===== config.mk =====
export PLATFORM = sky130hd
export DESIGN_NAME = lpip_place_div
export DESIGN_NICKNAME = d
export VERILOG_FILES = /design/src/hw/rtl/lpip_pkg.sv /design/src/hw/rtl/lpip_place_div.sv
export SDC_FILE = /design/constraint.sdc
export NUM_CORES = 2
export LEC_CHECK = 0
export ABC_CLOCK_PERIOD_IN_PS = 5400
export BUFFER_PORTS_ARGS = -buffer_cell sky130_fd_sc_hd__buf_2
export CORE_MARGIN = 2
export CORE_UTILIZATION = 45
export DETAILED_ROUTE_END_ITERATION = 6
export GPL_ROUTABILITY_DRIVEN = 0
export GPL_TIMING_DRIVEN = 0
export SLEW_MARGIN = 5
export SYNTH_ARGS = -nofsm -noshare
export SYNTH_HDL_FRONTEND = slang
export SYNTH_SLANG_ARGS = --single-unit
export TNS_END_PERCENT = 1

===== constraint.sdc =====
create_clock -name clk_i -period 5.4 [get_ports clk_i]
set_input_delay 0.81 -clock clk_i [delete_from_list [all_inputs] [get_ports clk_i]]
set_output_delay 0.81 -clock clk_i [all_outputs]
set_load 0.01 [all_outputs]

===== src/hw/rtl/lpip_pkg.sv =====
// ----------------------------------------------------------------------------
// lpip_pkg
// Shared types, widths, register codes and the reflectance color table of the
// lidar point image projector.
// ----------------------------------------------------------------------------
package lpip_pkg;

  localparam int COORD_FRAC_BITS = 8;

  localparam int COORD_W = 16;
  localparam int COEF_W  = 32;
  localparam int PROD_W  = COEF_W + COORD_W;
  localparam int ACC_W   = PROD_W + 2;
  localparam int NUM_W   = ACC_W + 2;
  localparam int POS_W   = 12;
  localparam int LIM_W   = 13;
  localparam int RAD_W   = 32;
  localparam int ROOT_W  = 16;
  localparam int CFG_ADDR_W = 6;
  localparam int CFG_DATA_W = 64;

  localparam int MAC_STAGES   = 3;
  localparam int DIV_STAGES   = POS_W + 1;
  localparam int SQRT_STAGES  = ROOT_W;
  localparam int ALIGN_STAGES = SQRT_STAGES - DIV_STAGES;
  localparam int PIPE_LEN     = 1 + MAC_STAGES + SQRT_STAGES;

  localparam logic [15:0]      DEPTH_GAIN_SQ = 16'd41616;
  localparam logic [LIM_W-1:0] MAX_DIM       = 13'd4096;
  localparam logic [LIM_W-1:0] WIDTH_RESET   = 13'd1242;
  localparam logic [LIM_W-1:0] HEIGHT_RESET  = 13'd375;

  localparam logic [2:0] REG_ROW0_AB = 3'd0;
  localparam logic [2:0] REG_ROW0_CD = 3'd1;
  localparam logic [2:0] REG_ROW1_AB = 3'd2;
  localparam logic [2:0] REG_ROW1_CD = 3'd3;
  localparam logic [2:0] REG_ROW2_AB = 3'd4;
  localparam logic [2:0] REG_ROW2_CD = 3'd5;
  localparam logic [2:0] REG_WIDTH   = 3'd6;
  localparam logic [2:0] REG_HEIGHT  = 3'd7;

  typedef struct packed {
    logic [2:0][3:0][COEF_W-1:0] coef;
    logic [LIM_W-1:0]            lim_col;
    logic [LIM_W-1:0]            lim_row;
  } cfg_t;

  typedef struct packed {
    logic signed [COORD_W-1:0] x;
    logic signed [COORD_W-1:0] y;
    logic signed [COORD_W-1:0] z;
  } point_t;

  typedef struct packed {
    logic [NUM_W-1:0] num;
    logic [NUM_W-1:0] den;
    logic             neg;
    logic             kill;
  } place_in_t;

  typedef struct packed {
    logic [POS_W-1:0] pos;
    logic             ok;
  } place_out_t;

  typedef struct packed {
    place_out_t col;
    place_out_t row;
  } place_pair_t;

  typedef struct packed {
    logic [NUM_W-1:0] rem;
    logic [NUM_W-1:0] den;
    logic [POS_W-1:0] q;
    logic             neg;
    logic             kill;
  } div_stage_t;

  typedef struct packed {
    logic [RAD_W-1:0]  rem;
    logic [ROOT_W-1:0] root;
  } sqrt_stage_t;

  typedef struct packed {
    logic       v;
    logic       xpos;
    logic [7:0] refl;
  } meta_t;

  typedef struct packed {
    logic [POS_W-1:0]  row;
    logic [POS_W-1:0]  col;
    logic [ROOT_W-1:0] depth;
    logic [7:0]        red;
    logic [7:0]        green;
    logic [7:0]        blue;
    logic [7:0]        gray;
  } result_t;

  function automatic logic [31:0] color_entry(int code);
    int wl;
    int r;
    int g;
    int b;
    int y;
    wl = 119850 + 310 * code;
    if (wl < 124950) begin
      r = 0; g = (wl - 112200) / 50; b = 255; y = g;
    end else if (wl < 130050) begin
      r = 0; g = 255; b = (130050 - wl) / 20; y = b;
    end else if (wl < 147900) begin
      r = (wl - 130050) / 70; g = 255; b = 0; y = r;
    end else if (wl < 164475) begin
      r = 255; g = (164475 - wl) / 65; b = 0; y = g;
    end else begin
      r = 255; g = 0; b = 0; y = 255;
    end
    return {r[7:0], g[7:0], b[7:0], y[7:0]};
  endfunction

  function automatic logic [255:0][31:0] build_color_lut();
    logic [255:0][31:0] lut;
    for (int i = 0; i < 256; i++) begin
      lut[i] = color_entry(i);
    end
    return lut;
  endfunction

  localparam logic [255:0][31:0] COLOR_LUT = build_color_lut();

endpackage


===== src/hw/rtl/lpip_place_div.sv =====
// ----------------------------------------------------------------------------
// lpip_place_div
// Pipelined restoring divider for round(num/w): range precheck stage, then one
// quotient bit per stage, then bounds check against the image limit.
// ----------------------------------------------------------------------------
module lpip_place_div (
  input  logic                        clk_i,
  input  logic                        en_i,
  input  lpip_pkg::place_in_t         place_i,
  input  logic [lpip_pkg::LIM_W-1:0]  lim_i,
  output lpip_pkg::place_out_t        place_o
);

  localparam int WIDE_W = lpip_pkg::NUM_W + lpip_pkg::POS_W;

  lpip_pkg::div_stage_t stage_q [lpip_pkg::DIV_STAGES];
  logic                 ovf;

  assign ovf = WIDE_W'(place_i.num) >= (WIDE_W'(place_i.den) << lpip_pkg::POS_W);

  always_ff @(posedge clk_i) begin
    if (en_i) begin
      stage_q[0].rem  <= place_i.num;
      stage_q[0].den  <= place_i.den;
      stage_q[0].q    <= '0;
      stage_q[0].neg  <= place_i.neg;
      stage_q[0].kill <= place_i.kill | ovf;
    end
  end

  for (genvar k = 1; k < lpip_pkg::DIV_STAGES; k++) begin : g_step
    localparam int B = lpip_pkg::POS_W - k;
    logic [WIDE_W-1:0]    sh;
    lpip_pkg::div_stage_t nxt_d;

    always_comb begin
      sh    = WIDE_W'(stage_q[k-1].den) << B;
      nxt_d = stage_q[k-1];
      if (WIDE_W'(stage_q[k-1].rem) >= sh) begin
        nxt_d.rem  = stage_q[k-1].rem - sh[lpip_pkg::NUM_W-1:0];
        nxt_d.q[B] = 1'b1;
      end
    end

    always_ff @(posedge clk_i) begin
      if (en_i) begin
        stage_q[k] <= nxt_d;
      end
    end
  end

  always_comb begin
    place_o.pos = stage_q[lpip_pkg::DIV_STAGES-1].q;
    place_o.ok  = !stage_q[lpip_pkg::DIV_STAGES-1].kill
               && !(stage_q[lpip_pkg::DIV_STAGES-1].neg
                    && (stage_q[lpip_pkg::DIV_STAGES-1].q != '0))
               && ({1'b0, stage_q[lpip_pkg::DIV_STAGES-1].q} < lim_i);
  end

endmodule


==> metrics.md <==
| Metric | Value |
|---|---|
| Hold Path Stages | `1` |
| Max_cap viols | `0` |
| CP Cell Sequence | `ha_1, clkbuf_1, nand2_1, nor2_1, nand2_1, nor3_1, nand4_1, a21boi_0, o21ai_0, a311oi_4, buf_4, buf_2, a41oi_1` |
| Die ar. | `180,600 um^2` |
| Pin count of the biggest net entering global routing | `about 180` |
| Final Max Tran Viols | `0` |
| Mapped cell area | `~80,000 um^2` |
| RSZ-0062 raised after global routing | `false` |
| Detailed-route via count | `53.51k` |
| CP arrival | `approximately 5.6 ns` |
| Setup crit start kind | `flip-flop` |
| Initial Utilization | `about 45%` |
| Grt ovf | `0` |
| Placed inst area | `about 84,000 um^2` |
| Sequential share of the synthesized area | `50.91%` |
| TritonCTS clock tree | `done` |
| Post-DP HPWL | `140,600 um` |
| Post-synth EDFFs | `between 1k and 1.5k` |
| Final Hold Violating Endpoints | `0` |
| Final WL | `179,800 um` |
| CTS Sinks | `1,352` |
| Critical path class | `flip-flop to flip-flop` |
| Min cycle time layout | `5.161 ns` |
| Power, Total | `between 20,000 and 30,000 uW` |
| Avg Cell Area, Syn | `about 11 um^2` |
| Worst-path maximum fanout | `10` |
| Post-synthesis async set-or-reset flop share | `0%` |
| Slew HR | `between 20% and 30%` |
| Syn nets | `7,819` |
| Die Height | `between 400 and 500 um` |
| Slowest cell on the critical path | `a311oi_4` |
| Total GRT Usage | `19.82%` |
| Setup Skew | `around 0.020 ns` |
| Most used DFF post-synth | `edfxtp_1` |
| Crit path top cell by count | `nand2_1` |
| # port buffers | `between 100 and 150` |
| Initial antenna violation count | `1` |
| Detail Route Antenna Nets | `0` |
| Area Growth Syn to Fin | `11.15%` |
| Critical R2R Launch | `stage_q[9][101]$_DFFE_PP_` |
| Reg clk slew, reported paths | `approximately 0.06 ns` |
| Boundary pin count | `between 100 and 150` |
| Final period util | `a little over nine tenths` |
| Hold_ws | `between 0.2 and 0.25 ns` |
| CTS Buffer Depth | `3` |
| Leak | `approximately 0.037 uW` |
| Finished Core Util | `between 50 and 60%` |
| Post-route DRC | `0` |
| Worst Setup End Kind | `flip-flop` |
| Top cells by area, synth | `edfxtp_1 (51%), ha_1 (9.6%), mux2_2 (3.7%), a21oi_1 (3.5%), inv_1 (3.5%)` |
| 1st-pass router iterations | `7` |
| Clock buffer count from CTS | `149` |
| R2R Setup Slk | `between 0.2 and 0.25 ns` |
| Iter 0 DRT Violations | `between 3k and 4k` |
| Commonest cells in the synthesized netlist | `edfxtp_1 (1,352), inv_1 (753), ha_1 (609), a21oi_1 (565), nand2_1 (420)` |
| Clock Tree Root | `clkbuf_16` |
| Worst Path Required | `roughly 5.9 ns` |
| Hold WC Path Type | `input pin to flip-flop` |
| First-pass GRT wire length | `approximately 280,000 um` |
| Cell taking the most area after synthesis | `edfxtp_1` |
| Hold-fix buffers at CTS | `0` |
| F_max | `193.8 MHz` |
| Layout cells sized above 1 | `~10%` |
| Cells on worst reg2reg path | `13` |
| Synthesized flop and latch total | `1,352` |
| Most frequent cell after synthesis | `edfxtp_1` |
| Worst IR Drop VDD | `0.0002761 V` |
| Drt wl/cell | `18.27 um` |
| FP Rows | `~150` |
| Avg Vias per Cell | `roughly 5.4` |
| Netlist cell types | `around 100` |
| Crit path largest cell delay | `0.66 ns` |
| Ys Warns | `0` |
| Biggest regs | `stage_q x1352` |
| Largest register FFs | `1,352` |
| Outcome | `finished, final reports clean` |
| Die width | `around 420 um` |
| Cell area after layout | `about 90,000 um^2` |
| Final setup vio count | `0` |
| Largest Register | `stage_q` |
| Clock Latency Late Sink | `around 0.8 ns` |
| Hold_sp | `place_i[1]` |
| Hold Path Sink | `stage_q[0][1]$_DFFE_PP_` |
| RR Endpoint | `stage_q[10][117]$_DFFE_PP_` |
| PD cells | `between 300 and 400 nW/um^2` |
| Nets@finish | `~8.1k` |
| Core area | `176,100 um^2` |
| Post-Syn Instances | `7,078` |
| Number of global-route vias before repair | `around 54k` |
| Yosys top cell area share | `between 50 and 60%` |
| CTS H-tree lvls | `4` |
| Post-CTS setup buffers | `0` |
| Worst-Margin Slew | `about 1.1 ns` |
power breakdown:
group	total, uW	switching [uW]	leakage [uW]	internal (uW)
clock	10200	4160	0.00242	6050
sequential	12800	390	0.0132	12400
combinational	5170	3050	0.0211	2130
routing by layer:
layer | vias up | GRT usage (%) | part of all wire, % | wire (um)
met5 | - | 0 | 0 | 0
met4 | 0 | 12.65 | 7.1 | 12810
met3 | 496 | 2.515 | 3.5 | 6220
met2 | 1440 | 35.28 | 49 | 88170
met1 | 24780 | 22.39 | 40 | 72640
li1 | 26800 | - | - | -
worst max-delay path by stage:
stage | cells after the start | from | to
global route | 15 | stage_q[4][73]$_DFFE_PP_ | stage_q[5][105]$_DFFE_PP_
floorplan | 14 | stage_q[3][14]$_DFFE_PP_ | stage_q[4][98]$_DFFE_PP_
global placement | 1 | en_i | stage_q[11][17]$_DFFE_PP_
CTS | 13 | stage_q[9][101]$_DFFE_PP_ | stage_q[10][117]$_DFFE_PP_
finish | 13 | stage_q[9][101]$_DFFE_PP_ | stage_q[10][117]$_DFFE_PP_
detailed placement | 15 | stage_q[8][69]$_DFFE_PP_ | stage_q[9][113]$_DFFE_PP_
cell usage in the layout, fill, tap and decap left out, drive strengths merged, types with 62 or more instances in the layout:
cell / netlist / final
nand2: 420 / 420
nand4: 118 / 118
nand3: 116 / 116
nor3: 79 / 79
nor2: 315 / 315
ha: 609 / 609
a211oi: 62 / 62
xor2: 161 / 161
a21oi: 566 / 566
o21a: 78 / 78
nand2b: 71 / 71
inv: 758 / 765
edfxtp: 1352 / 1352
buf: 66 / 209
mux2: 370 / 370
o21bai: 86 / 86
clkbuf: 142 / 318
xnor2: 278 / 278
clkinv: 0 / 66
o21ai: 369 / 369
a21o: 376 / 376
cell type report:
type	instances	area, um^2
clock inverters	103	1144
flip-flops and latches	1352	40600
plain buffers	208	1040
multi-input cells	4760	35280
inverters	758	2848
fillers	15540	87480
diodes	2	5.005
repair buffers	143	915.9
clock buffers	176	3872
well taps	2340	2928
through the flow:
stage / instances / setup slack (ns) / TNS [ns]
6_report: 9842 / 0.2390 / 0
5_1_grt: 9840 / 0.001672 / 0
4_1_cts: 9840 / 0.08805 / 0
3_5_place_dp: 9561 / -0.3971 / -4.645
3_3_place_gp: 9551 / -17.11 / -
2_1_floorplan: 7078 / 1.813 / 0
cells by family after synthesis:
logic type | share of synthesized area [%]
flip-flops | 50.91
AO/OA/AOI/OAI | 15.27
adder cells (fa/ha/maj) | 9.832
buffers and inverters | 4.869
multiplexers | 5.429
AND/OR/NAND/NOR | 8.862
XOR/XNOR | 4.822
critical path, delay by kind of cell (launching register included):
kind,cells,cell delay [ns]
buffers and inverters,3,1.07
AO/OA/AOI/OAI,4,1.35
AND/OR/NAND/NOR,5,1.70
adder cells (fa/ha/maj),1,0.29
flip-flops,1,0.41
repair_timing:
action                                  4_1_cts  5_1_grt
endpoints found under the setup margin       17        3
gates resized for setup                       4        1
gates cloned                                  0        0
No activity file was read; power rests on OpenSTA's default activity.
