<file path="src/hw/rtl/lpip_pkg.sv">
// ----------------------------------------------------------------------------
// lpip_pkg
// Shared types, widths, register codes and the reflectance color table of the
// lidar point image projector.
// ----------------------------------------------------------------------------
package lpip_pkg;

  localparam int COORD_FRAC_BITS = 8;

  localparam int COORD_W = 16;
  localparam int COEF_W  = 32;
  localparam int PROD_W  = COEF_W + COORD_W;
  localparam int ACC_W   = PROD_W + 2;
  localparam int NUM_W   = ACC_W + 2;
  localparam int POS_W   = 12;
  localparam int LIM_W   = 13;
  localparam int RAD_W   = 32;
  localparam int ROOT_W  = 16;
  localparam int CFG_ADDR_W = 6;
  localparam int CFG_DATA_W = 64;

  localparam int MAC_STAGES   = 3;
  localparam int DIV_STAGES   = POS_W + 1;
  localparam int SQRT_STAGES  = ROOT_W;
  localparam int ALIGN_STAGES = SQRT_STAGES - DIV_STAGES;
  localparam int PIPE_LEN     = 1 + MAC_STAGES + SQRT_STAGES;

  localparam logic [15:0]      DEPTH_GAIN_SQ = 16'd41616;
  localparam logic [LIM_W-1:0] MAX_DIM       = 13'd4096;
  localparam logic [LIM_W-1:0] WIDTH_RESET   = 13'd1242;
  localparam logic [LIM_W-1:0] HEIGHT_RESET  = 13'd375;

  localparam logic [2:0] REG_ROW0_AB = 3'd0;
  localparam logic [2:0] REG_ROW0_CD = 3'd1;
  localparam logic [2:0] REG_ROW1_AB = 3'd2;
  localparam logic [2:0] REG_ROW1_CD = 3'd3;
  localparam logic [2:0] REG_ROW2_AB = 3'd4;
  localparam logic [2:0] REG_ROW2_CD = 3'd5;
  localparam logic [2:0] REG_WIDTH   = 3'd6;
  localparam logic [2:0] REG_HEIGHT  = 3'd7;

  typedef struct packed {
    logic [2:0][3:0][COEF_W-1:0] coef;
    logic [LIM_W-1:0]            lim_col;
    logic [LIM_W-1:0]            lim_row;
  } cfg_t;

  typedef struct packed {
    logic signed [COORD_W-1:0] x;
    logic signed [COORD_W-1:0] y;
    logic signed [COORD_W-1:0] z;
  } point_t;

  typedef struct packed {
    logic [NUM_W-1:0] num;
    logic [NUM_W-1:0] den;
    logic             neg;
    logic             kill;
  } place_in_t;

  typedef struct packed {
    logic [POS_W-1:0] pos;
    logic             ok;
  } place_out_t;

  typedef struct packed {
    place_out_t col;
    place_out_t row;
  } place_pair_t;

  typedef struct packed {
    logic [NUM_W-1:0] rem;
    logic [NUM_W-1:0] den;
    logic [POS_W-1:0] q;
    logic             neg;
    logic             kill;
  } div_stage_t;

  typedef struct packed {
    logic [RAD_W-1:0]  rem;
    logic [ROOT_W-1:0] root;
  } sqrt_stage_t;

  typedef struct packed {
    logic       v;
    logic       xpos;
    logic [7:0] refl;
  } meta_t;

  typedef struct packed {
    logic [POS_W-1:0]  row;
    logic [POS_W-1:0]  col;
    logic [ROOT_W-1:0] depth;
    logic [7:0]        red;
    logic [7:0]        green;
    logic [7:0]        blue;
    logic [7:0]        gray;
  } result_t;

  function automatic logic [31:0] color_entry(int code);
    int wl;
    int r;
    int g;
    int b;
    int y;
    wl = 119850 + 310 * code;
    if (wl < 124950) begin
      r = 0; g = (wl - 112200) / 50; b = 255; y = g;
    end else if (wl < 130050) begin
      r = 0; g = 255; b = (130050 - wl) / 20; y = b;
    end else if (wl < 147900) begin
      r = (wl - 130050) / 70; g = 255; b = 0; y = r;
    end else if (wl < 164475) begin
      r = 255; g = (164475 - wl) / 65; b = 0; y = g;
    end else begin
      r = 255; g = 0; b = 0; y = 255;
    end
    return {r[7:0], g[7:0], b[7:0], y[7:0]};
  endfunction

  function automatic logic [255:0][31:0] build_color_lut();
    logic [255:0][31:0] lut;
    for (int i = 0; i < 256; i++) begin
      lut[i] = color_entry(i);
    end
    return lut;
  endfunction

  localparam logic [255:0][31:0] COLOR_LUT = build_color_lut();

endpackage

</file>
<file path="src/hw/rtl/lpip_isqrt.sv">
// ----------------------------------------------------------------------------
// lpip_isqrt
// Pipelined integer square root, one root bit per stage.
// ----------------------------------------------------------------------------
module lpip_isqrt (
  input  logic                         clk_i,
  input  logic                         en_i,
  input  logic [lpip_pkg::RAD_W-1:0]   rad_i,
  output logic [lpip_pkg::ROOT_W-1:0]  root_o
);

  localparam int T_W = lpip_pkg::RAD_W + 2;

  lpip_pkg::sqrt_stage_t stage_q [lpip_pkg::SQRT_STAGES];

  for (genvar k = 0; k < lpip_pkg::SQRT_STAGES; k++) begin : g_step
    localparam int I = lpip_pkg::ROOT_W - 1 - k;
    lpip_pkg::sqrt_stage_t prv;
    lpip_pkg::sqrt_stage_t nxt_d;
    logic [T_W-1:0]        trial;

    if (k == 0) begin : g_src_in
      assign prv.rem  = rad_i;
      assign prv.root = '0;
    end else begin : g_src_stage
      assign prv = stage_q[k-1];
    end

    always_comb begin
      trial = (T_W'(prv.root) << (I + 1)) + (T_W'(1) << (2 * I));
      nxt_d = prv;
      if (T_W'(prv.rem) >= trial) begin
        nxt_d.rem     = prv.rem - trial[lpip_pkg::RAD_W-1:0];
        nxt_d.root[I] = 1'b1;
      end
    end

    always_ff @(posedge clk_i) begin
      if (en_i) begin
        stage_q[k] <= nxt_d;
      end
    end
  end

  assign root_o = stage_q[lpip_pkg::SQRT_STAGES-1].root;

endmodule

</file>
<file path="config.mk">
export PLATFORM = sky130hd
export DESIGN_NAME = lpip_isqrt
export DESIGN_NICKNAME = d
export VERILOG_FILES = /design/src/hw/rtl/lpip_pkg.sv /design/src/hw/rtl/lpip_isqrt.sv
export SDC_FILE = /design/constraint.sdc
export NUM_CORES = 1
export LEC_CHECK = 0
export ABC_AREA = 1
export BUFFER_PORTS_ARGS = -buffer_cell sky130_fd_sc_hd__buf_4
export CAP_MARGIN = 20
export CORE_MARGIN = 2
export CORE_UTILIZATION = 65
export DETAILED_ROUTE_END_ITERATION = 7
export GPL_TIMING_DRIVEN = 0
export PLACE_DENSITY = 0.91
export SYNTH_ARGS = -nofsm -noshare
export SYNTH_HDL_FRONTEND = slang
export SYNTH_SLANG_ARGS = --single-unit
</file>
<file path="constraint.sdc">
create_clock -name clk_i -period 3.9 [get_ports clk_i]
set_input_delay 0.585 -clock clk_i [delete_from_list [all_inputs] [get_ports clk_i]]
set_output_delay 0.585 -clock clk_i [all_outputs]
set_load 0.005 [all_outputs]
</file>
==> impl.org <==
** Run status
- The flow ran to the end, and the final reports show no timing, DRC or antenna violations.

** Routing
- Before antenna repair, the detailed router went through 7 iterations.
- In this run the top signal layer used is met5.
- After detailed routing, the number of vias per cell comes to 5.82.
- Count of vias placed by the detailed router :: between 20000 and 30000
- For this block, wires on met1 add up to 33400 um.
- For this run, design rule violations remaining after detail routing come to 0.
- The detailed router finished its first iteration with about 3300 violations.
- The final layout contains routed wiring with a total length of 85700 um.
- Detail-routed net length per standard cell :: 18.9 um
- Wire segments on met2 add up to just over 40000 um in the final route.
- Post-DRT Antenna Nets :: 0
- Routed wl met3 :: approximately 7000 um

** CTS
- Clock tree synthesis selected as its root buffer the cell sky130_fd_sc_hd__clkbuf_16.
- PostCTS Resize Cnt :: 0
- Clock Pin Slew Worst Setup and Hold Paths :: around 0.06 ns
- TritonCTS built the clock tree.
- The longest clock path from root to sink contains 3 buffers.
- In this run, post-CTS hold repair placed 0 buffers.
- At the later pin of the worst-skew pair, clock insertion delay measures roughly 0.63 ns.
- CTS saw roughly 620 sinks.
- The H-tree generated during clock tree synthesis spans 3 levels.
- After clock tree synthesis, the setup repair step added 0 buffers.
- In this run, CTS created clock tree buffers numbering 66.

** Finish
- The repair_antennas step left the layout with diodes totalling 0.
- Compared with the post-synthesis result, the final layout area differs by 10.7%.
- Of the cells placed in the final design, the portion with a size suffix greater than 1 is 8.60%.
- Layout Utilization :: approximately 73%
- Register with the highest flop count :: stage_q
- # nets final :: ~4000
- Largest registers in the final layout :: stage_q: 616 flops
- Post-route insts no fill :: roughly 4500
- Max FFs per register :: 616

** GRT
- Pin count of the biggest net entering global routing :: between 100 and 150
- Leftover overflow at the end of global routing :: 0
- Global-route usage over all layers :: 32.1%
- The via count of the first global-routing pass was roughly 25000.
- The number of antenna violations at the first check in global routing is 2.
- First-pass GRT wire length :: ~130000 um

** Timing
- Measured against its own limit, the worst slew margin works out to 44.5%.
- Slew at the pin closest to its max-slew limit :: ~0.8 ns
- Min cycle time layout :: 2.78 ns
- The final-report hold violation count is 0.
- Highest achievable clock rate :: 0.360 GHz
- Count of final max-slew check failures :: 0
- Crit share post-route :: between 70% and 80%
- Setup violations, final :: 0
- Setup repair after global routing missed its margin :: false
- Worst clock skew :: between 0.04 and 0.05 ns

** Power and ir drop
- Part of the power in the clock network :: approximately 33%
- Sw frac :: between 30 and 40%
- The analysis attributes to net switching a power of between 6 and 7 mW.
- VDD IR-drop max :: about 0.00057 V
- Combinational fraction of design power :: a little over a fifth
- Power spread over the standard cell area amounts to 530 nW/um2.
- The analysis attributes to cell leakage a power of 16.3 nW.
- Sequential group share of total power :: between 40 and 50%
- The internal power of the cells totals between 10 and 15 mW.

** Critical path
- Counting both buffers and inverters, the worst setup path holds a total of 2.
- Crit path largest cell delay :: between 0.4 and 0.5 ns
- Measured in cells, the most critical reg-to-reg path has a length of 11.
- Data on the critical path arrives at its endpoint at around 3.1 ns.
- RR Endpoint :: stage_q[1][122]
- The critical path in this run is classified as reg2reg.
- STA classifies the critical path endpoint as a flip-flop.
- The slowest stage of the critical path is the sky130_fd_sc_hd__edfxtp_1 cell.
- The critical path goes through ha_1 -> nand2_1 -> inv_1 -> nand2_1 -> nor3_1 -> nand4_1 -> nand2_1 -> nor2_1 -> buf_2 -> nand2_1 -> nand2_1.
- Type of origin of the critical path :: flip-flop
- Origin of the critical flop-to-flop path :: stage_q[1][84]
- Most frequent cell on the critical path :: sky130_fd_sc_hd__nand2_1
- STA puts the critical path data required time at approximately 4.2 ns.
- Along the worst path, the maximum fanout reaches 10.
- Largest delay contributor family on the critical path :: simple AND/OR/NAND/NOR gates
- Worst-case register-to-register setup slack :: 1.12 ns

** Synthesis
- Register area share after synthesis :: a little over half
- Synthesis Warnings :: 0
- Synth area leaders :: sky130_fd_sc_hd__edfxtp_1, sky130_fd_sc_hd__nand2_1, sky130_fd_sc_hd__inv_1
- Cells after synthesis :: 3693
- Post-synthesis area per instance :: approximately 9.1 um2
- Mapped Nets :: between 3000 and 4000
- The synthesized design contains 616 register bits.
- The synthesized design spends more area on one cell type than any other, namely sky130_fd_sc_hd__edfxtp_1.
- Count of flip-flops with a built-in enable after synthesis :: just over 600
- Commonest cells post-synth :: sky130_fd_sc_hd__nand2_1, sky130_fd_sc_hd__edfxtp_1, sky130_fd_sc_hd__inv_1
- Unique masters post-synth :: 50
- Most instantiated library cell after synthesis :: sky130_fd_sc_hd__nand2_1
- Of the post-synthesis cell area, the dominant cell type holds roughly 55%.
- The mapped netlist covers around 34000 um2.
- The most used flip-flop cell after synthesis is sky130_fd_sc_hd__edfxtp_1.
- Fraction of registers with async set or reset after synthesis :: 0%

** Min path
- The path class of the tightest hold or removal check is in2reg.
- Along the worst hold path, the cell count comes to 1.
- The startpoint identified for the worst hold timing path is rad_i[0].
- Hold Crit Endpoint :: stage_q[0][16]

** Flow run
- Max_cap viols :: 0

** Place
- Placed Cells :: between 4000 and 5000
- Final HPWL DP :: 60500 um
- Input and output buffers added on the ports amount to between 40 and 50.
- Gp weighted congestion :: 0.952

** Floorplan
- The die covers roughly 54000 um2.
- Number of cell rows :: 83
- The floorplan step defined a core boundary enclosing about 51000 um2.
- Die Y-Extent :: approximately 230 um
- Pin placement for this block handled 50 I/O pins.
- The die is between 200 and 250 um wide.
- For this configuration, the core starts out at a cell density of about two thirds.
==> power groups by stage <==
stage / sequential [mW] / clock, mW / combinational [mW]
6_report: 8.91 / 6.60 / 4.28
5_1_grt: 8.97 / 6.88 / 4.79
4_1_cts: 8.90 / 6.64 / 4.19
3_5_place_dp: 9.01 / 0 / 4.09
3_3_place_gp: 9.04 / 0 / 3.95
2_1_floorplan: 8.74 / 0 / 3.07
==> how the worst max path moves through the flow <==
| stage | from | to | cells after the start |
|---|---|---|---|
| 2_1_floorplan | stage_q[1][79] | stage_q[1][129] | 12 |
| 3_3_place_gp | en_i | stage_q[1][327] | 1 |
| 3_5_place_dp | stage_q[1][84] | stage_q[1][141] | 10 |
| 4_1_cts | stage_q[0][375] | stage_q[1][42] | 10 |
| 5_1_grt | stage_q[1][62] | stage_q[1][137] | 11 |
| 6_report | stage_q[1][84] | stage_q[1][122] | 11 |
==> placed cells by master, fill, tap and decap left out, types with 4 or more instances in the layout <==
cell,netlist,routed
sky130_fd_sc_hd__a21boi_0,5,5
sky130_fd_sc_hd__a21oi_1,139,139
sky130_fd_sc_hd__a21oi_2,24,24
sky130_fd_sc_hd__buf_16,0,4
sky130_fd_sc_hd__buf_2,6,6
sky130_fd_sc_hd__buf_4,4,52
sky130_fd_sc_hd__buf_6,10,10
sky130_fd_sc_hd__bufinv_16,0,10
sky130_fd_sc_hd__clkbuf_1,0,9
sky130_fd_sc_hd__clkbuf_16,0,66
sky130_fd_sc_hd__clkinv_16,0,4
sky130_fd_sc_hd__clkinv_2,0,8
sky130_fd_sc_hd__clkinvlp_4,0,8
sky130_fd_sc_hd__edfxtp_1,616,616
sky130_fd_sc_hd__ha_1,150,150
sky130_fd_sc_hd__inv_1,574,574
sky130_fd_sc_hd__inv_2,11,11
sky130_fd_sc_hd__nand2_1,1077,1077
sky130_fd_sc_hd__nand2_2,26,26
sky130_fd_sc_hd__nand3_1,206,206
sky130_fd_sc_hd__nand3_2,9,9
sky130_fd_sc_hd__nand3b_1,30,30
sky130_fd_sc_hd__nand4_1,73,73
sky130_fd_sc_hd__nor2_1,362,362
sky130_fd_sc_hd__nor2_2,13,13
sky130_fd_sc_hd__nor2_4,6,6
sky130_fd_sc_hd__nor3_1,45,45
sky130_fd_sc_hd__nor4_1,27,27
sky130_fd_sc_hd__o21ai_0,75,75
sky130_fd_sc_hd__o21ai_1,8,8
sky130_fd_sc_hd__o21ai_2,42,42
sky130_fd_sc_hd__o21bai_1,5,5
sky130_fd_sc_hd__or2_2,13,13
sky130_fd_sc_hd__xnor2_1,48,48
sky130_fd_sc_hd__xor2_1,55,55
==> kinds of logic after synthesis <==
group | after synthesis | synth area share [%]
AO/OA/AOI/OAI | 309 | 5.50
XOR/XNOR | 103 | 2.67
adder cells (fa/ha/maj) | 150 | 5.56
buffers and inverters | 612 | 7.30
flip-flops | 616 | 54.8
AND/OR/NAND/NOR | 1903 | 24.2
==> per-layer routing <==
metal	GRT usage [%]	vias to the layer above
li1	-	12400
met1	41.0	12200
met2	54.2	1423
met3	5.40	312
met4	13.9	2
met5	0	-
==> cell type report <==
| class | count | area (um2) |
|---|---|---|
| inverter | 587 | 2210 |
| clock buffer | 75 | 1690 |
| timing repair buffer | 53 | 485 |
| buffer | 25 | 256 |
| sequential | 616 | 18500 |
| multi-input combinational | 2465 | 12800 |
| clock inverter | 38 | 592 |
| tap | 680 | 851 |
| fill | 3480 | 13900 |
==> per-stage QoR <==
| step | setup WS (ns) | instance area (um2) | TNS [ns] | power [mW] | hold slack (ns) |
|---|---|---|---|---|---|
| after CTS | 1.13 | 37400 | 0 | 19.7 | 0.110 |
| after global routing | 0.976 | 37400 | 0 | 20.6 | 0.118 |
| after global placement | -2.56 | 35000 | -1517.27 | 13.0 | 0.423 |
| after floorplan | 1.93 | 33800 | 0 | 11.8 | 0.417 |
| after detailed placement | 1.08 | 35100 | 0 | 13.1 | 0.433 |
| final | 1.12 | 37400 | 0 | 19.8 | 0.131 |
No activity file was read; power rests on OpenSTA's default activity.
