--- config.mk ---
export PLATFORM = sky130hd
export DESIGN_NAME = lpip_cfg_regs
export DESIGN_NICKNAME = d
export VERILOG_FILES = /design/src/hw/rtl/lpip_pkg.sv /design/src/hw/rtl/lpip_cfg_regs.sv
export SDC_FILE = /design/constraint.sdc
export NUM_CORES = 1
export LEC_CHECK = 0
export BUFFER_PORTS_ARGS = -buffer_cell sky130_fd_sc_hd__buf_2
export CORE_AREA = 5 5 208 210
export DETAILED_ROUTE_END_ITERATION = 8
export DIE_AREA = 0 0 213 215
export PLACE_DENSITY = 0.72
export SYNTH_ARGS = -nofsm -noshare
export SYNTH_HDL_FRONTEND = slang
export SYNTH_SLANG_ARGS = --single-unit
export TNS_END_PERCENT = 30
--- constraint.sdc ---
create_clock -name clk_i -period 1.8 [get_ports clk_i]
set_clock_uncertainty 0.2 [all_clocks]
set_input_delay 0.09 -clock clk_i [delete_from_list [all_inputs] [get_ports clk_i]]
set_output_delay 0.09 -clock clk_i [all_outputs]
set_load 0.005 [all_outputs]
--- src/hw/rtl/lpip_pkg.sv ---
// ----------------------------------------------------------------------------
// lpip_pkg
// Shared types, widths, register codes and the reflectance color table of the
// lidar point image projector.
// ----------------------------------------------------------------------------
package lpip_pkg;

  localparam int COORD_FRAC_BITS = 8;

  localparam int COORD_W = 16;
  localparam int COEF_W  = 32;
  localparam int PROD_W  = COEF_W + COORD_W;
  localparam int ACC_W   = PROD_W + 2;
  localparam int NUM_W   = ACC_W + 2;
  localparam int POS_W   = 12;
  localparam int LIM_W   = 13;
  localparam int RAD_W   = 32;
  localparam int ROOT_W  = 16;
  localparam int CFG_ADDR_W = 6;
  localparam int CFG_DATA_W = 64;

  localparam int MAC_STAGES   = 3;
  localparam int DIV_STAGES   = POS_W + 1;
  localparam int SQRT_STAGES  = ROOT_W;
  localparam int ALIGN_STAGES = SQRT_STAGES - DIV_STAGES;
  localparam int PIPE_LEN     = 1 + MAC_STAGES + SQRT_STAGES;

  localparam logic [15:0]      DEPTH_GAIN_SQ = 16'd41616;
  localparam logic [LIM_W-1:0] MAX_DIM       = 13'd4096;
  localparam logic [LIM_W-1:0] WIDTH_RESET   = 13'd1242;
  localparam logic [LIM_W-1:0] HEIGHT_RESET  = 13'd375;

  localparam logic [2:0] REG_ROW0_AB = 3'd0;
  localparam logic [2:0] REG_ROW0_CD = 3'd1;
  localparam logic [2:0] REG_ROW1_AB = 3'd2;
  localparam logic [2:0] REG_ROW1_CD = 3'd3;
  localparam logic [2:0] REG_ROW2_AB = 3'd4;
  localparam logic [2:0] REG_ROW2_CD = 3'd5;
  localparam logic [2:0] REG_WIDTH   = 3'd6;
  localparam logic [2:0] REG_HEIGHT  = 3'd7;

  typedef struct packed {
    logic [2:0][3:0][COEF_W-1:0] coef;
    logic [LIM_W-1:0]            lim_col;
    logic [LIM_W-1:0]            lim_row;
  } cfg_t;

  typedef struct packed {
    logic signed [COORD_W-1:0] x;
    logic signed [COORD_W-1:0] y;
    logic signed [COORD_W-1:0] z;
  } point_t;

  typedef struct packed {
    logic [NUM_W-1:0] num;
    logic [NUM_W-1:0] den;
    logic             neg;
    logic             kill;
  } place_in_t;

  typedef struct packed {
    logic [POS_W-1:0] pos;
    logic             ok;
  } place_out_t;

  typedef struct packed {
    place_out_t col;
    place_out_t row;
  } place_pair_t;

  typedef struct packed {
    logic [NUM_W-1:0] rem;
    logic [NUM_W-1:0] den;
    logic [POS_W-1:0] q;
    logic             neg;
    logic             kill;
  } div_stage_t;

  typedef struct packed {
    logic [RAD_W-1:0]  rem;
    logic [ROOT_W-1:0] root;
  } sqrt_stage_t;

  typedef struct packed {
    logic       v;
    logic       xpos;
    logic [7:0] refl;
  } meta_t;

  typedef struct packed {
    logic [POS_W-1:0]  row;
    logic [POS_W-1:0]  col;
    logic [ROOT_W-1:0] depth;
    logic [7:0]        red;
    logic [7:0]        green;
    logic [7:0]        blue;
    logic [7:0]        gray;
  } result_t;

  function automatic logic [31:0] color_entry(int code);
    int wl;
    int r;
    int g;
    int b;
    int y;
    wl = 119850 + 310 * code;
    if (wl < 124950) begin
      r = 0; g = (wl - 112200) / 50; b = 255; y = g;
    end else if (wl < 130050) begin
      r = 0; g = 255; b = (130050 - wl) / 20; y = b;
    end else if (wl < 147900) begin
      r = (wl - 130050) / 70; g = 255; b = 0; y = r;
    end else if (wl < 164475) begin
      r = 255; g = (164475 - wl) / 65; b = 0; y = g;
    end else begin
      r = 255; g = 0; b = 0; y = 255;
    end
    return {r[7:0], g[7:0], b[7:0], y[7:0]};
  endfunction

  function automatic logic [255:0][31:0] build_color_lut();
    logic [255:0][31:0] lut;
    for (int i = 0; i < 256; i++) begin
      lut[i] = color_entry(i);
    end
    return lut;
  endfunction

  localparam logic [255:0][31:0] COLOR_LUT = build_color_lut();

endpackage

--- src/hw/rtl/lpip_cfg_regs.sv ---
// ----------------------------------------------------------------------------
// lpip_cfg_regs
// APB register file: projection matrix rows and image size limits.
// ----------------------------------------------------------------------------
module lpip_cfg_regs (
  input  logic                                clk_i,
  input  logic                                rst_ni,
  input  logic                                psel,
  input  logic                                penable,
  input  logic                                pwrite,
  input  logic [lpip_pkg::CFG_ADDR_W-1:0]     paddr,
  input  logic [lpip_pkg::CFG_DATA_W-1:0]     pwdata,
  output logic [lpip_pkg::CFG_DATA_W-1:0]     prdata,
  output logic                                pready,
  output lpip_pkg::cfg_t                      cfg_o
);

  logic [5:0][lpip_pkg::CFG_DATA_W-1:0] row_q;
  logic [lpip_pkg::LIM_W-1:0]           width_q;
  logic [lpip_pkg::LIM_W-1:0]           height_q;
  logic [2:0]                           idx;
  logic                                 wr;

  assign idx    = paddr[5:3];
  assign wr     = psel & penable & pwrite;
  assign pready = 1'b1;

  always_ff @(posedge clk_i or negedge rst_ni) begin
    if (!rst_ni) begin
      row_q    <= '0;
      width_q  <= lpip_pkg::WIDTH_RESET;
      height_q <= lpip_pkg::HEIGHT_RESET;
    end else if (wr) begin
      unique case (idx) inside
        lpip_pkg::REG_ROW0_AB, lpip_pkg::REG_ROW0_CD, lpip_pkg::REG_ROW1_AB,
        lpip_pkg::REG_ROW1_CD, lpip_pkg::REG_ROW2_AB, lpip_pkg::REG_ROW2_CD: begin
          row_q[idx] <= pwdata;
        end
        lpip_pkg::REG_WIDTH:  width_q  <= pwdata[lpip_pkg::LIM_W-1:0];
        lpip_pkg::REG_HEIGHT: height_q <= pwdata[lpip_pkg::LIM_W-1:0];
      endcase
    end
  end

  always_comb begin
    unique case (idx) inside
      lpip_pkg::REG_ROW0_AB, lpip_pkg::REG_ROW0_CD, lpip_pkg::REG_ROW1_AB,
      lpip_pkg::REG_ROW1_CD, lpip_pkg::REG_ROW2_AB, lpip_pkg::REG_ROW2_CD: begin
        prdata = row_q[idx];
      end
      lpip_pkg::REG_WIDTH:  prdata = lpip_pkg::CFG_DATA_W'(width_q);
      lpip_pkg::REG_HEIGHT: prdata = lpip_pkg::CFG_DATA_W'(height_q);
    endcase
  end

  always_comb begin
    for (int r = 0; r < 3; r++) begin
      for (int c = 0; c < 4; c++) begin
        if (c % 2 == 0) begin
          cfg_o.coef[r][c] = row_q[2 * r + c / 2][63:32];
        end else begin
          cfg_o.coef[r][c] = row_q[2 * r + c / 2][31:0];
        end
      end
    end
    cfg_o.lim_col = (width_q > lpip_pkg::MAX_DIM) ? lpip_pkg::MAX_DIM : width_q;
    cfg_o.lim_row = (height_q > lpip_pkg::MAX_DIM) ? lpip_pkg::MAX_DIM : height_q;
  end

endmodule

==> flow_summary.json, run 1 <==
{
  "status": "finished, violations left",
  "fmaxAchievable_mhz": 463.7,
  "syn_to_final_growth_pct": 34.32,
  "dp_hpwl_um": 41990,
  "hp-class": "primary input to register",
  "setup_slack_ns": -0.3565,
  "regArea_mm2": 0.01028,
  "fp.dieH_um": 215,
  "port_buffers": 545,
  "synth_edf_count": 0,
  "fin_crit_ns": 2.156,
  "die-area_mm2": 0.04580,
  "p_sw_share_pct": 28.68,
  "combPwrFrac_pct": 25.4,
  "fp-row-count": 75,
  "vdd_ir_drop_max_mv": 0.9157,
  "synth.distinct_cells": 24,
  "grt_overflow": 0,
  "vias": 13750,
  "yosysMostFrequentCell": "dfrtp_1",
  "cp_max_fo": 2,
  "start_kind": "register",
  "h-tree-depth": 2,
  "die_x_um": 213,
  "drive_above_1_share_pct": 60.20,
  "wl_per_cell_um": 24.55,
  "seq_power_share_pct": 43.0,
  "numCtsBuffers": 44,
  "p_per_area_mw_per_mm2": 1153,
  "yosys.area.top_type": "dfrtp_1",
  "grt_max_degree": 74,
  "worstMarginPinSlew_ns": 0.5267,
  "routabilityCongestion": 0.8649,
  "rsz0062_at_grt": "true",
  "finalSetupViolCount": 21,
  "start_util_pct": 45.51,
  "end_kind": "output port",
  "grt.total_usage_pct": 26.33,
  "cpMaxStageDelayCell": "mux4_2",
  "coreArea_mm2": 0.04138,
  "seq_area_frac_synth_pct": 54.56,
  "n_fill_cell": 3157,
  "finalCritPeriodShare_pct": 119.8,
  "cpPeakStageDelay_ns": 0.49,
  "crit_chain": "mux4_2 > mux2_2 > buf_2",
  "wl_um": 61780,
  "drc": 0,
  "syn_inst": 1240,
  "clk_latency_ns": 0.56,
  "grt_pass1_wl_um": 93380,
  "ant_nets": 0,
  "p_leak_nw": 12.85,
  "yosys-top-cells-count": "dfrtp_1 (397), mux2_2 (386), mux2i_1 (153), o21ai_0 (51), o22a_1 (51)",
  "design_area_mm2": 0.02530,
  "synth_flop_cell": "dfrtp_1",
  "slew_headroom_pct": 64.89,
  "synth_area_per_cell_um2": 15.19,
  "syn_area_mm2": 0.01884,
  "p_int_mw": 20.81,
  "first_global_vias": 15050,
  "multi_input_area_mm2": 0.008010,
  "final_max_slew_viol_count": 0,
  "synth_nets": 1315,
  "p_switching_mw": 8.367,
  "dpl_cell_area_mm2": 0.02244,
  "final_nets": 2016,
  "violations": "negative setup slack",
  "pwr-share-clk_pct": 31.6,
  "cts_tree": "built",
  "clockBufferDepth": 3,
  "cts.sinks": 410,
  "synthTopCellsByArea": "dfrtp_1 (53%), mux2_2 (23%), mux2i_1 (8.1%)",
  "boundaryPins": 550,
  "synth_top_area_share_pct": 52.74,
  "cp.required_ns": 1.51,
  "ys_seq_elements": 410,
  "maxCapViolCount": 0,
  "drtIter0Drc": 836,
  "cts-root-buf": "clkbuf_16",
  "drt_first_pass_iters": 5,
  "synthArstFlopShare_pct": 100.0,
  "synth-warning-count": 0,
  "via_per_inst": 5.463,
  "clk_pin_slew_worst_paths_ns": 0.06,
  "setup_tns_ns": -4.209,
  "critical_path_class": "register to output port",
  "finalHoldViolCount": 0,
  "antenna_found_initial": 3,
  "arrival_ns": 1.87
}
==> per-layer routing <==
metal,global-route usage (%),vias to the layer above,routed length [um]
met1,31.82,7123,23940
met5,0,-,0
met2,44.35,508,30710
met3,7.306,145,4492
li1,-,5974,-
met4,10.95,0,2638
==> area by class of cell <==
type | count | share of cell area [%]
diodes | 3 | 0.02967
clock buffers | 64 | 5.094
clock inverters | 16 | 0.7666
multi-input cells | 744 | 31.66
flip-flops and latches | 410 | 40.62
well taps | 539 | 2.666
repair buffers | 741 | 19.16
==> worst max-delay path, delay by kind of cell, from the launching register on <==
kind	cells	cell delay, ns
mux	2	0.76
flops	1	0.42
buf+inv	1	0.13
==> stage by stage <==
stage	power, mW	utilization (%)	setup slack (ns)	hold slack, ns	cells
5_1_grt	30.57	61.13	-0.3892	0.05165	2517
6_report	29.18	61.13	-0.3565	0.05999	2517
4_1_cts	29.27	60.74	-0.3779	0.02677	2497
3_3_place_gp	19.07	54.22	-0.01750	-0.1591	2295
2_1_floorplan	15.42	-	0.1554	-0.4056	1240
3_5_place_dp	19.27	54.22	-0.03347	-0.1574	2295
==> power groups by stage <==
stage	combinational, mW	sequential, mW	clock, mW
final	7.41	12.5	9.22
after global routing	7.99	12.8	9.80
after CTS	7.33	12.5	9.41
after detailed placement	6.52	12.8	0
after global placement	6.41	12.7	0
after floorplan	2.91	12.5	0
==> path summary, 6_finish.rpt <==
kind,from,endpoint,slack (ns),depth (start not counted)
setup / recovery,cfg_o[197],prdata[11],-0.36,3
hold / removal,paddr[4],cfg_o[178],0.06,5
setup reg to reg,cfg_o[191],cfg_o[191],0.57,3
hold reg to reg,cfg_o[124],cfg_o[124],0.32,1
max in group asynchronous,rst_ni,cfg_o[184],0.23,4
min in group asynchronous,rst_ni,cfg_o[291],0.38,3
==> logic make-up after synthesis <==
| logic type | count (synthesis) | share of synthesized area, % |
|---|---|---|
| simple gates | 39 | 1.833 |
| compound gates | 102 | 3.727 |
| other cells | 1 | 0.01991 |
| mux | 602 | 36.53 |
| flops | 410 | 54.56 |
| buf+inv | 86 | 3.335 |
==> sequential cells by signal (all words and copies together), names as in the netlist <==
| signal | flops |
|---|---|
| cfg_o | 384 |
| height_q | 13 |
| width_q | 13 |
==> timing repair <==
| item | 4_1_cts | 5_1_grt |
|---|---|---|
| setup buffers | 56 | 17 |
| setup endpoints to repair | 58 | 65 |
| pin swaps | 17 | 17 |
| cloned | 0 | 0 |
| hold buffers | 66 | 0 |
| gates resized for setup | 66 | 16 |
| hold endpoints to repair | 820 | 0 |
==> placed cells by master (no fill, tap or decap), types with 5 or more instances in the layout <==
master / instances
buf_2: 530
mux2_4: 12
o21ai_1: 42
dfrtp_1: 397
buf_6: 15
clkbuf_8: 7
o22a_1: 51
buf_12: 29
o21ai_2: 5
nor2_8: 5
dlygate4sd3_1: 66
nor2b_1: 23
mux4_2: 26
mux2_2: 374
mux2_1: 37
clkbuf_1: 11
clkbuf_16: 46
buf_4: 99
clkinv_2: 10
mux2i_1: 151
dfstp_2: 13
Power figures use the tool's default switching activity.
==> run 2: changes to the inputs <==
Settings changed: CELL_PAD_IN_SITES_DETAIL_PLACEMENT from default to 0, CELL_PAD_IN_SITES_GLOBAL_PLACEMENT from default to 1, CORE_AREA 5 5 208 210 to 5 5 218 220, DIE_AREA 0 0 213 215 to 0 0 223 225, PLACE_DENSITY 0.72 to default, PLACE_DENSITY_LB_ADDON from default to 0.1, TNS_END_PERCENT 30 to default.
==> flow_summary.json, run 2 (same netlist as run 1, synthesis figures left out) <==
{
  "p_per_area_mw_per_mm2": 1137,
  "wl_um": 67090,
  "reg2reg_slack_ns": 0.58,
  "port_buffers": 545,
  "grt.total_usage_pct": 25.74,
  "clockBufferDepth": 3,
  "die_x_um": 223,
  "via_per_inst": 5.248,
  "rsz0062_at_grt": "true",
  "die-area_mm2": 0.05018,
  "grt_pass1_wl_um": 98810,
  "final_nets": 2140,
  "final_max_slew_viol_count": 0,
  "fp.dieH_um": 225,
  "grt_overflow": 0,
  "cts_tree": "built",
  "dp_hpwl_um": 44980,
  "clk_pin_slew_worst_paths_ns": 0.06,
  "status": "finished, violations left",
  "cp.required_ns": 1.51,
  "ant_nets": 0,
  "p_leak_nw": 13.54,
  "hp-class": "primary input to register",
  "total_power_mw": 30.08,
  "routabilityCongestion": 0.8278,
  "end_kind": "output port",
  "first_global_vias": 14990,
  "clk_latency_ns": 0.57,
  "violations": "negative setup slack",
  "finalCritPeriodShare_pct": 118.4,
  "vdd_ir_drop_max_mv": 0.8099,
  "drtIter0Drc": 725,
  "wl_per_cell_um": 24.85,
  "setup_slack_ns": -0.3312,
  "cp_max_fo": 2,
  "vias": 14170,
  "h-tree-depth": 2,
  "maxCapViolCount": 0,
  "slew_headroom_pct": 34.81,
  "fp-row-count": 78,
  "critical_path_class": "register to output port",
  "fmaxAchievable_mhz": 469.2,
  "final_cell_mix": "buf_2 (530), dfrtp_1 (397), mux2_2 (375)",
  "cts.sinks": 410,
  "final_common_cell": "buf_2",
  "numCtsBuffers": 45,
  "dp_slack_ns": -0.02287,
  "antenna_found_initial": 2,
  "whs_ns": 0.08363,
  "drt_first_pass_iters": 5,
  "drive_above_1_share_pct": 62.82,
  "worstMarginPinSlew_ns": 0.9747,
  "start_util_pct": 41.77,
  "finalHoldViolCount": 0,
  "start_kind": "register",
  "syn_to_final_growth_pct": 40.40,
  "boundaryPins": 550,
  "cts-root-buf": "clkbuf_16",
  "coreArea_mm2": 0.04509,
  "fin_crit_ns": 2.131,
  "arrival_ns": 1.84,
  "finalSetupViolCount": 14,
  "grt_max_degree": 64,
  "largest_reg_flops": 384,
  "drc": 0
}
run 2: changes by cell type in the layout (fill, tap and decap cells not counted), sizes merged, moves of 2 or more:
cell         before  now
buf             675  794
bufinv            4    2
clkbuf           64   72
clkinv           11    5
dlygate4sd3      66   69
run 2: routing by layer:
metal / part of all wire, % / global-route usage, %
met1: 40 / 31.86
met5: 0 / 0
met3: 7.1 / 7.711
met2: 49 / 43.79
met4: 3.4 / 7.787
run 2: timing repair:
action	in CTS	in global routing
buffers inserted	126	61
resized for setup	53	46
pin swaps	20	35
hold buffers	70	0
endpoints found under the hold margin	820	0
setup endpoints to repair	58	215
run 2: path summary, 6_finish.rpt:
kind	to	start	depth (start not counted)
min	width_q[1]	penable	5
max	prdata[12]	width_q[12]	3
max in group asynchronous	cfg_o[303]	rst_ni	3
min in group asynchronous	cfg_o[62]	rst_ni	3
max reg2reg	cfg_o[392]	cfg_o[392]	3
min reg2reg	cfg_o[67]	cfg_o[67]	1
run 2: area by class of cell:
cell class	count	area [um^2]
multi-input cells	744	8066
flip-flops and latches	410	10280
well taps	600	750.7
diodes	2	5.005
clock buffers	72	1380
repair buffers	864	5873
fillers	3848	18640
clock inverters	8	93.84
run 2: critical path, stage by stage (launching register included):
cell and delay (ns):
dfrtp_1 0.39, mux4_2 0.50, mux2_4 0.28, buf_6 0.11
run 2: power by group:
group	internal [mW]	switching, mW	leakage, nW
clock	5.51	3.68	0.727
combinational	4.84	3.66	7.60
sequential	11.1	1.31	5.21
run 2: metrics by stage:
step           utilization, %  TNS, ns  cells  cell area, um^2
3_3_place_gp            50.27        0   2363            22670
5_1_grt                 58.65   -6.489   2700            26450
4_1_cts                 57.48   -5.070   2637            25910
6_report                58.65   -4.082   2700            26450
3_5_place_dp            50.27  -0.3009   2363            22670
2_1_floorplan               -        0   1240            18840
